`config.mk`:
```
export PLATFORM = sky130hd
export DESIGN_NAME = header_trailer_packet_deframer_flat
export DESIGN_NICKNAME = d
export VERILOG_FILES = /design/src/sv/htpd_pkg.sv /design/src/sv/htpd_in_if.sv /design/src/sv/htpd_out_if.sv /design/src/sv/htpd_store.sv /design/src/sv/htpd_framer.sv /design/src/sv/header_trailer_packet_deframer.sv /design/src/flat_wrapper.sv
export SDC_FILE = /design/constraint.sdc
export NUM_CORES = 1
export LEC_CHECK = 0
export BUFFER_PORTS_ARGS = -buffer_cell sky130_fd_sc_hd__buf_2
export CAP_MARGIN = 40
export CORE_MARGIN = 2
export CORE_UTILIZATION = 50
export CTS_CLUSTER_SIZE = 40
export DETAILED_ROUTE_END_ITERATION = 10
export PLACE_DENSITY = 0.66
export SYNTH_ARGS = -nofsm -noshare
export SYNTH_HDL_FRONTEND = slang
export SYNTH_SLANG_ARGS = --single-unit
```
`constraint.sdc`:
```
create_clock -name clk -period 3.7 [get_ports clk]
set_input_delay 0.37 -clock clk [delete_from_list [all_inputs] [get_ports clk]]
set_output_delay 0.37 -clock clk [all_outputs]
set_load 0.05 [all_outputs]
```
`src/sv/htpd_pkg.sv`:
```
// shared types and constants for the header/trailer packet deframer
`default_nettype none

package htpd_pkg;

  // transaction opcodes on the input channel
  typedef enum logic [1:0] {
    ACT_BYTE     = 2'd0,
    ACT_READ     = 2'd1,
    ACT_RELEASE  = 2'd2,
    ACT_LINE_ERR = 2'd3
  } htpd_action_t;

  // framing phases, one-hot
  typedef enum logic [3:0] {
    PH_HUNT = 4'b0001,
    PH_SYNC = 4'b0010,
    PH_BODY = 4'b0100,
    PH_TAIL = 4'b1000
  } htpd_phase_t;

  // frame delimiter bytes
  localparam logic [7:0] HDR_SYNC0 = 8'hAA;
  localparam logic [7:0] HDR_SYNC1 = 8'h55;
  localparam logic [7:0] TRL_CR    = 8'h0D;
  localparam logic [7:0] TRL_LF    = 8'h0A;

  // field widths fixed by the channel format
  localparam int unsigned IDX_W = 6;
  localparam int unsigned LEN_W = 6;

  // framer status toward the pipeline control
  typedef struct packed {
    logic             held_cur;  // packet held before this transaction
    logic             held_nxt;  // packet held after this transaction
    logic [LEN_W-1:0] len_nxt;   // held length after this transaction, 0 if none
    logic             rd_hit;    // read index falls inside a held packet
  } htpd_status_t;

endpackage

`default_nettype wire

```
`src/sv/htpd_in_if.sv`:
```
// input channel: received bytes, payload reads, release and line error
`default_nettype none

interface htpd_in_if;
  import htpd_pkg::*;

  logic               valid;
  logic               ready;
  htpd_action_t       action;
  logic [7:0]         byte_value;
  logic [IDX_W-1:0]   read_index;

  modport source (output valid, output action, output byte_value, output read_index,
                  input ready);
  modport sink   (input valid, input action, input byte_value, input read_index,
                  output ready);
endinterface

`default_nettype wire

```
`src/sv/htpd_out_if.sv`:
```
// result channel: packet status and read data
`default_nettype none

interface htpd_out_if;
  import htpd_pkg::*;

  logic               valid;
  logic               ready;
  logic               packet_ready;
  logic [LEN_W-1:0]   packet_length;
  logic [7:0]         read_data;
  logic               read_valid;

  modport source (output valid, output packet_ready, output packet_length,
                  output read_data, output read_valid, input ready);
  modport sink   (input valid, input packet_ready, input packet_length,
                  input read_data, input read_valid, output ready);
endinterface

`default_nettype wire

```
`src/sv/htpd_store.sv`:
```
// payload byte store: one write port, one registered read port
`default_nettype none

module htpd_store #(
  parameter int unsigned BUFFER_DEPTH = 64,
  parameter int unsigned AW           = 6
) (
  input  wire logic          clk,
  input  wire logic          wr_en,
  input  wire logic [AW-1:0] wr_addr,
  input  wire logic [7:0]    wr_data,
  input  wire logic          rd_en,
  input  wire logic [AW-1:0] rd_addr,
  output logic [7:0]         rd_data
);

  logic [7:0] mem [BUFFER_DEPTH];
  logic [7:0] rd_data_r;

  // write port
  always_ff @(posedge clk) begin
    if (wr_en) begin
      mem[wr_addr] <= wr_data;
    end
  end

  // registered read, held while not enabled
  always_ff @(posedge clk) begin
    if (rd_en) begin
      rd_data_r <= mem[rd_addr];
    end
  end

  assign rd_data = rd_data_r;

endmodule

`default_nettype wire

```
`src/sv/htpd_framer.sv`:
```
// frame state machine, fill counter and held packet bookkeeping
`default_nettype none

module htpd_framer #(
  parameter int unsigned BUFFER_DEPTH = 64,
  parameter int unsigned LW           = 6
) (
  input  wire logic                        clk,
  input  wire logic                        rst_n,
  input  wire logic                        commit,
  input  wire htpd_pkg::htpd_action_t      action,
  input  wire logic [7:0]                  byte_value,
  input  wire logic [htpd_pkg::IDX_W-1:0]  read_index,
  output htpd_pkg::htpd_status_t           status,
  output logic                             wr_en,
  output logic [LW-1:0]                    wr_addr,
  output logic [7:0]                       wr_data,
  output logic [LW-1:0]                    rd_addr
);
  import htpd_pkg::*;

  localparam int unsigned CW = LW + IDX_W + 1;

  htpd_phase_t phase_r, phase_nxt;
  logic [LW-1:0] fill_r, fill_nxt;
  logic [LW-1:0] hlen_r, hlen_nxt;
  logic          held_r, held_nxt;
  logic          disc_r, disc_nxt;

  logic [CW-1:0]       idx_w;
  logic [CW-1:0]       hlen_w;
  logic [LW+LEN_W-1:0] len_ext;

  // next state for one committed transaction
  always_comb begin
    phase_nxt = phase_r;
    fill_nxt  = fill_r;
    hlen_nxt  = hlen_r;
    held_nxt  = held_r;
    disc_nxt  = disc_r;
    wr_en     = 1'b0;
    if (commit) begin
      case (action)
        ACT_BYTE: begin
          case (phase_r)
            PH_HUNT: begin
              if (byte_value == HDR_SYNC0) phase_nxt = PH_SYNC;
            end
            PH_SYNC: begin
              if (byte_value == HDR_SYNC1) begin
                phase_nxt = PH_BODY;
                fill_nxt  = '0;
                disc_nxt  = held_r;
              end else if (byte_value != HDR_SYNC0) begin
                phase_nxt = PH_HUNT;
              end
            end
            PH_BODY: begin
              if (byte_value == TRL_CR) begin
                phase_nxt = PH_TAIL;
              end else if (byte_value == HDR_SYNC0) begin
                phase_nxt = PH_SYNC;
                fill_nxt  = '0;
                disc_nxt  = held_r;
              end else if (!disc_r) begin
                // last slot stays reserved
                if (fill_r < LW'(BUFFER_DEPTH - 1)) begin
                  wr_en    = 1'b1;
                  fill_nxt = fill_r + LW'(1);
                end else begin
                  disc_nxt = 1'b1;
                end
              end
            end
            PH_TAIL: begin
              if (byte_value == TRL_LF) begin
                if (!disc_r && (fill_r != '0)) begin
                  held_nxt = 1'b1;
                  hlen_nxt = fill_r;
                end
                phase_nxt = PH_HUNT;
              end else if (byte_value == HDR_SYNC0) begin
                phase_nxt = PH_SYNC;
                fill_nxt  = '0;
                disc_nxt  = held_r;
              end else begin
                // broken trailer
                phase_nxt = PH_HUNT;
                fill_nxt  = '0;
                disc_nxt  = 1'b0;
              end
            end
            default: begin
              phase_nxt = PH_HUNT;
            end
          endcase
        end
        ACT_RELEASE: begin
          held_nxt = 1'b0;
          hlen_nxt = '0;
        end
        ACT_LINE_ERR: begin
          phase_nxt = PH_HUNT;
          fill_nxt  = '0;
          disc_nxt  = 1'b0;
        end
        default: begin
        end
      endcase
    end
  end

  // state registers
  always_ff @(posedge clk) begin
    if (!rst_n) begin
      phase_r <= PH_HUNT;
      fill_r  <= '0;
      hlen_r  <= '0;
      held_r  <= 1'b0;
      disc_r  <= 1'b0;
    end else begin
      phase_r <= phase_nxt;
      fill_r  <= fill_nxt;
      hlen_r  <= hlen_nxt;
      held_r  <= held_nxt;
      disc_r  <= disc_nxt;
    end
  end

  // store write port
  assign wr_addr = fill_r;
  assign wr_data = byte_value;

  // read range check against the held packet
  assign idx_w   = CW'(read_index);
  assign hlen_w  = CW'(hlen_r);
  assign rd_addr = idx_w[LW-1:0];
  assign len_ext = (LW + LEN_W)'(hlen_nxt);

  always_comb begin
    status.held_cur = held_r;
    status.held_nxt = held_nxt;
    status.len_nxt  = held_nxt ? len_ext[LEN_W-1:0] : '0;
    status.rd_hit   = held_r && (idx_w < hlen_w) && (idx_w < CW'(BUFFER_DEPTH));
  end

endmodule

`default_nettype wire

```
`src/sv/header_trailer_packet_deframer.sv`:
```
// Byte-stream packet deframer, frames of AA 55, payload, 0D 0A.
//
// in_ch carries one transaction per accepted cycle: a received byte, a read
// of a held payload byte by index, a release of the held packet, or a line
// error. out_ch returns exactly one result per input transaction, in order:
// packet status after the transaction, plus read data and read_valid for
// reads (both zero otherwise).
// A transaction accepted on in_ch sits in the input register; when it commits,
// the framer updates, the payload store is written or read and the result
// register loads, with read data taken from the store's registered read port.
// Throughput is one transaction per cycle while out_ch does not stall; the
// framer state loop and the single-port-per-direction store sustain that rate.
// A held packet is never overwritten; frames arriving while one is held are
// dropped. Payload is at most BUFFER_DEPTH-1 bytes.
// Reset (rst_n low, synchronous) returns the framer to header hunt with no
// packet held; payload store contents are not cleared.
// When out_ch stalls, the result register and the input register both hold,
// so up to two transactions are buffered before in_ch.ready drops.
`default_nettype none

module header_trailer_packet_deframer #(
  parameter int unsigned BUFFER_DEPTH = 64
) (
  input  wire logic  clk,
  input  wire logic  rst_n,
  htpd_in_if.sink    in_ch,
  htpd_out_if.source out_ch
);
  import htpd_pkg::*;

  localparam int unsigned LW = $clog2(BUFFER_DEPTH);

  // input register stage
  logic               s1_valid_r, s1_valid_nxt;
  htpd_action_t       s1_action_r;
  logic [7:0]         s1_byte_r;
  logic [IDX_W-1:0]   s1_idx_r;

  // result register
  logic               out_valid_r, out_valid_nxt;
  logic               pkt_ready_r;
  logic [LEN_W-1:0]   pkt_len_r;
  logic               rd_valid_r;

  logic               advance;
  logic               commit;
  logic               in_accept;
  logic               rd_en;
  logic [7:0]         rd_data;

  htpd_status_t       stat;
  logic               wr_en;
  logic [LW-1:0]      wr_addr;
  logic [7:0]         wr_data;
  logic [LW-1:0]      rd_addr;

  // pipeline handshake
  assign advance     = !out_valid_r || out_ch.ready;
  assign commit      = s1_valid_r && advance;
  assign in_ch.ready = !s1_valid_r || advance;
  assign in_accept   = in_ch.valid && in_ch.ready;

  assign s1_valid_nxt  = in_accept ? 1'b1 : (commit ? 1'b0 : s1_valid_r);
  assign out_valid_nxt = commit ? 1'b1 : (out_ch.ready ? 1'b0 : out_valid_r);

  // control registers
  always_ff @(posedge clk) begin
    if (!rst_n) begin
      s1_valid_r  <= 1'b0;
      out_valid_r <= 1'b0;
    end else begin
      s1_valid_r  <= s1_valid_nxt;
      out_valid_r <= out_valid_nxt;
    end
  end

  // input payload capture
  always_ff @(posedge clk) begin
    if (in_accept) begin
      s1_action_r <= in_ch.action;
      s1_byte_r   <= in_ch.byte_value;
      s1_idx_r    <= in_ch.read_index;
    end
  end

  htpd_framer #(
    .BUFFER_DEPTH (BUFFER_DEPTH),
    .LW           (LW)
  ) u_framer (
    .clk        (clk),
    .rst_n      (rst_n),
    .commit     (commit),
    .action     (s1_action_r),
    .byte_value (s1_byte_r),
    .read_index (s1_idx_r),
    .status     (stat),
    .wr_en      (wr_en),
    .wr_addr    (wr_addr),
    .wr_data    (wr_data),
    .rd_addr    (rd_addr)
  );

  assign rd_en = commit && (s1_action_r == ACT_READ) && stat.rd_hit;

  htpd_store #(
    .BUFFER_DEPTH (BUFFER_DEPTH),
    .AW           (LW)
  ) u_store (
    .clk     (clk),
    .wr_en   (wr_en),
    .wr_addr (wr_addr),
    .wr_data (wr_data),
    .rd_en   (rd_en),
    .rd_addr (rd_addr),
    .rd_data (rd_data)
  );

  // result payload capture
  always_ff @(posedge clk) begin
    if (commit) begin
      pkt_ready_r <= stat.held_nxt;
      pkt_len_r   <= stat.len_nxt;
      rd_valid_r  <= rd_en;
    end
  end

  assign out_ch.valid         = out_valid_r;
  assign out_ch.packet_ready  = pkt_ready_r;
  assign out_ch.packet_length = pkt_len_r;
  assign out_ch.read_valid    = rd_valid_r;
  assign out_ch.read_data     = rd_valid_r ? rd_data : 8'h00;

  // a read hit implies a held packet
  a_read_needs_packet: assert property (@(posedge clk) disable iff (!rst_n)
    (out_ch.valid && out_ch.read_valid) |-> out_ch.packet_ready)
    else $error("read_valid without a held packet");

  // no held packet reports zero length
  a_len_zero_when_empty: assert property (@(posedge clk) disable iff (!rst_n)
    (out_ch.valid && !out_ch.packet_ready) |-> (out_ch.packet_length == '0))
    else $error("nonzero length with no packet held");

  // held packet only goes away through a release transaction
  a_held_sticky: assert property (@(posedge clk) disable iff (!rst_n)
    (stat.held_cur && !(commit && (s1_action_r == ACT_RELEASE))) |=> stat.held_cur)
    else $error("held packet dropped without release");

  // payload writes never touch a held packet
  a_no_write_while_held: assert property (@(posedge clk) disable iff (!rst_n)
    wr_en |-> !stat.held_cur)
    else $error("payload store written while a packet is held");

endmodule

`default_nettype wire

```
`src/flat_wrapper.sv`:
```
// flat-port wrapper written by rule: the top's interface ports become plain ports
module header_trailer_packet_deframer_flat import htpd_pkg::*;
#(
  parameter int unsigned BUFFER_DEPTH = 64
)
  (clk, rst_n, in_ch_valid, in_ch_action, in_ch_byte_value, in_ch_read_index, in_ch_ready, out_ch_valid, out_ch_packet_ready, out_ch_packet_length, out_ch_read_data, out_ch_read_valid, out_ch_ready);
  htpd_in_if in_ch_i ();
  htpd_out_if out_ch_i ();
  input  wire logic clk;
  input  wire logic rst_n;
  input wire logic [$bits(in_ch_i.valid)-1:0] in_ch_valid;
  input wire logic [$bits(in_ch_i.action)-1:0] in_ch_action;
  input wire logic [$bits(in_ch_i.byte_value)-1:0] in_ch_byte_value;
  input wire logic [$bits(in_ch_i.read_index)-1:0] in_ch_read_index;
  output wire logic [$bits(in_ch_i.ready)-1:0] in_ch_ready;
  output wire logic [$bits(out_ch_i.valid)-1:0] out_ch_valid;
  output wire logic [$bits(out_ch_i.packet_ready)-1:0] out_ch_packet_ready;
  output wire logic [$bits(out_ch_i.packet_length)-1:0] out_ch_packet_length;
  output wire logic [$bits(out_ch_i.read_data)-1:0] out_ch_read_data;
  output wire logic [$bits(out_ch_i.read_valid)-1:0] out_ch_read_valid;
  input wire logic [$bits(out_ch_i.ready)-1:0] out_ch_ready;
  assign in_ch_i.valid = in_ch_valid;
  assign in_ch_i.action = in_ch_action;
  assign in_ch_i.byte_value = in_ch_byte_value;
  assign in_ch_i.read_index = in_ch_read_index;
  assign in_ch_ready = in_ch_i.ready;
  assign out_ch_valid = out_ch_i.valid;
  assign out_ch_packet_ready = out_ch_i.packet_ready;
  assign out_ch_packet_length = out_ch_i.packet_length;
  assign out_ch_read_data = out_ch_i.read_data;
  assign out_ch_read_valid = out_ch_i.read_valid;
  assign out_ch_i.ready = out_ch_ready;
  header_trailer_packet_deframer #(.BUFFER_DEPTH(BUFFER_DEPTH)) u_core (.clk(clk), .rst_n(rst_n), .in_ch(in_ch_i), .out_ch(out_ch_i));
endmodule
```
==> impl_metrics.csv <==
group,metric,value,unit
worst_hold_path,hold_end,"u_core.out_ch.valid",
detailed_routing,routed_wl,49680,um
synthesis,ys_seq_elements,564,
sta,finalCriticalPeriod,3097,ps
power_and_ir_drop,ir_worst_vdd,0.3933,mV
cts,h-tree-depth,2,
sta,setup_tns,0,ps
critical_path,rr_endpoint,"u_core.u_store.mem[43][1]",
global_route,grt_pass1_vias,11250,
detailed_routing,avgViaCountPerCell,6.003,
cts,clkSinkCount,564,
critical_path,crit_fanout,16,
synthesis,synth_cell_type_count,70,
global_route,grt_overflow,0,
floorplan,core.rowCount,77,
final_layout,final_nets,1279,
final_layout,num_antenna_cells,0,
synthesis,synth_area_per_cell,19.81,um2
final_layout,drive_above_1_share,0.2602,
synthesis,synth-async-reset-ratio,0,
detailed_routing,routed-via-count,11330,
final_layout,design_area,25650,um2
sta,holdWs,77.94,ps
synthesis,synth-warning-count,0,
detailed_routing,wl_per_cell,26.33,um
critical_path,rr_worst_depth,6,
placed_design,place_area,23570,um2
floorplan,io_pins,38,
detailed_routing,ant_nets,0,
detailed_routing,drt_iter0_markers,942,
cts,clk_latency,600,ps
job,maxCapViolCount,0,
cts,tritoncts,"yes",
synthesis,synth_edf_count,544,
sta,tightestPinTransition,863.2,ps
sta,skew,12.62,ps
worst_hold_path,whs_path_depth,4,
critical_path,critPathKind,"reg -> reg",
placed_design,gp_congestion,0.8798,
detailed_routing,drc,0,
cts,numCtsBuffers,56,
sta,slew_headroom,0.4229,
placed_design,dp_hpwl,30180,um
cts,post_cts_resized,0,
sta,period_share,0.8370,
worst_hold_path,worstHoldStart,"out_ch_ready",
synthesis,synth_ff_type,"edfxtp_1",
synthesis,synth_nets,1158,
sta,clock.fmax,322.9,MHz
critical_path,worst_r2r_startpoint,"u_core.s1_byte_r[7]",
critical_path,crit_arrival,3330,ps
placed_design,port-buffer-count,37,
sta,finalMaxSlewViolations,0,
critical_path,start_kind,"register",
synthesis,yosys.area.top_type,"edfxtp_1",
run_status,status,"complete, no violations",
floorplan,core_region_area,44120,um2
power_and_ir_drop,power_density,527.1,nW/um2
sta,rsz0062_at_grt,"false",
floorplan,die_y,215.3,um
critical_path,end_kind,"register",
synthesis,synth_top_area_frac,0.7317,
floorplan,die_width,215.3,um
global_route,grt_max_degree,90,
floorplan,start_util,0.5060,
global_route,grt_pass1_wl,73550,um
critical_path,ff2ff_setup_slack,600,ps
synthesis,synth_cells,1127,
cts,cts-root-buf,"clkbuf_16",
global_route,grt_usage,0.2174,
cts,path_clk_slew,60,ps
critical_path,required,3930,ps
cts,cts_max_path_buffers,3,
final_layout,area_growth,14.90,%
sta,hold_viol_final,0,
global_route,antenna_found_initial,0,
synthesis,syn_area,22330,um2
synthesis,synth.area.top_cells,"edfxtp_1 (73%), mux4_2 (13%), dfxtp_1 (1.8%)",
detailed_routing,drt-pass1-iter-count,5,
power_and_ir_drop,leakagePower,8.205,nW
synthesis,synth-seq-area-share,0.7496,
worst_hold_path,worstHoldPathType,"in -> reg",
floorplan,die_area,46360,um2
sta,setup_viol,0,
metrics by stage:
step,total power (W),util,std cells,setup slack (ps)
after floorplan,0.007560,-,1127,407.7
after global placement,0.007766,0.5341,1765,582.8
after detailed placement,0.007775,0.5341,1765,520.9
after CTS,0.01361,0.5814,1887,592.5
after global routing,0.01388,0.5814,1887,409.5
final,0.01352,0.5814,1887,603.2
per-layer routing:
layer	vias to the layer above	part of all wire	GRT usage
met5	-	0	0
li1	4909	-	-
met1	5865	0.43	0.3174
met2	458	0.47	0.3332
met3	95	0.071	0.03963
met4	0	0.035	0.07724
synthesized netlist by cell type, drive strengths merged (9+ instances only):
library cell    n
a21oi          15
and2           12
buf            34
clkbuf         26
dfxtp          20
edfxtp        544
ha             11
inv            14
mux2i          27
mux4          128
nand2          21
nand3          15
nor2           94
nor2b           9
o21ai          19
o221ai         13
o22ai          17
cells in the final DEF (no fill, tap or decap), types with 9 or more instances in the layout:
cell	Yosys	final
nor2b_1	9	9
edfxtp_1	544	544
o21ai_1	9	9
clkinv_1	0	11
dfxtp_1	20	20
o21ai_0	10	10
buf_4	9	62
mux2i_1	27	27
ha_1	11	11
nor2_1	94	94
bufinv_16	0	9
and2_1	12	12
mux4_2	128	128
nand3_1	14	14
clkbuf_16	0	57
clkbuf_1	26	11
a21oi_1	15	15
inv_1	12	12
o22ai_1	17	17
dlygate4sd3_1	0	17
o221ai_1	13	13
nand2_1	21	21
buf_2	12	37
layout make-up:
| class | instances | area [um2] |
|---|---|---|
| clock inverter | 34 | 406.6 |
| tap | 592 | 740.7 |
| clock buffer | 71 | 1509 |
| fill | 3297 | 18470 |
| timing repair buffer | 123 | 960.9 |
| inverter | 14 | 52.55 |
| multi-input combinational | 489 | 5248 |
| sequential | 564 | 16740 |
how the worst max path moves through the flow:
| stage | startpoint | end | slack, ps |
|---|---|---|---|
| floorplan | u_core.s1_idx_r[1] | u_core.out_ch.read_valid | 410 |
| global placement | out_ch_ready | u_core.u_store.mem[45][7] | 580 |
| detailed placement | out_ch_ready | u_core.u_store.mem[40][0] | 520 |
| CTS | u_core.s1_byte_r[7] | u_core.u_store.mem[43][5] | 590 |
| global route | u_core.out_ch.valid | u_core.u_store.mem[37][1] | 410 |
| finish | u_core.s1_byte_r[7] | u_core.u_store.mem[43][1] | 600 |
critical path: stages (launching register included):
cell and delay [ps]:
edfxtp_1 590, and4bb_1 330, a32oi_1 160, nor2b_1 120
nor4b_2 490, nand2_1 400, nor2_1 630
report_power, final:
group	internal, W	switching [W]	total [W]
clock	0.00351	0.00236	0.00587
sequential	0.00702	0.0000297	0.00705
combinational	0.000233	0.000368	0.000602
kinds of logic after synthesis:
kind of cell	count (synthesis)	share of synthesized area
muxes	158	0.1427
xor gates and xnor gates	2	0.0007847
and+or+nand+nor	199	0.04623
adders and majority gates	11	0.006164
DFF	564	0.7496
AOI/OAI and AO/OA	119	0.03884
buffers and inverters	74	0.01564
flip-flops by register name, indices dropped and copies added (netlist names):
register,count
u_core.u_framer.held_r,1
u_core.u_framer.disc_r,1
u_core.s1_action_r,2
u_core.s1_valid_r,1
u_core.out_ch.packet_ready,1
u_core.out_ch.packet_length,6
u_core.out_ch.read_valid,1
u_core.u_store.rd_data,8
u_core.s1_idx_r,6
u_core.out_ch.valid,1
u_core.s1_byte_r,8
u_core.u_store.mem,512
u_core.u_framer.phase_r,4
u_core.u_framer.hlen_r,6
u_core.u_framer.wr_addr,6
timing repair:
item,CTS,global route
setup buffers,0,0
hold buffers,17,0
hold endpoints to repair,17,0
(Power assumes the default switching activity.)
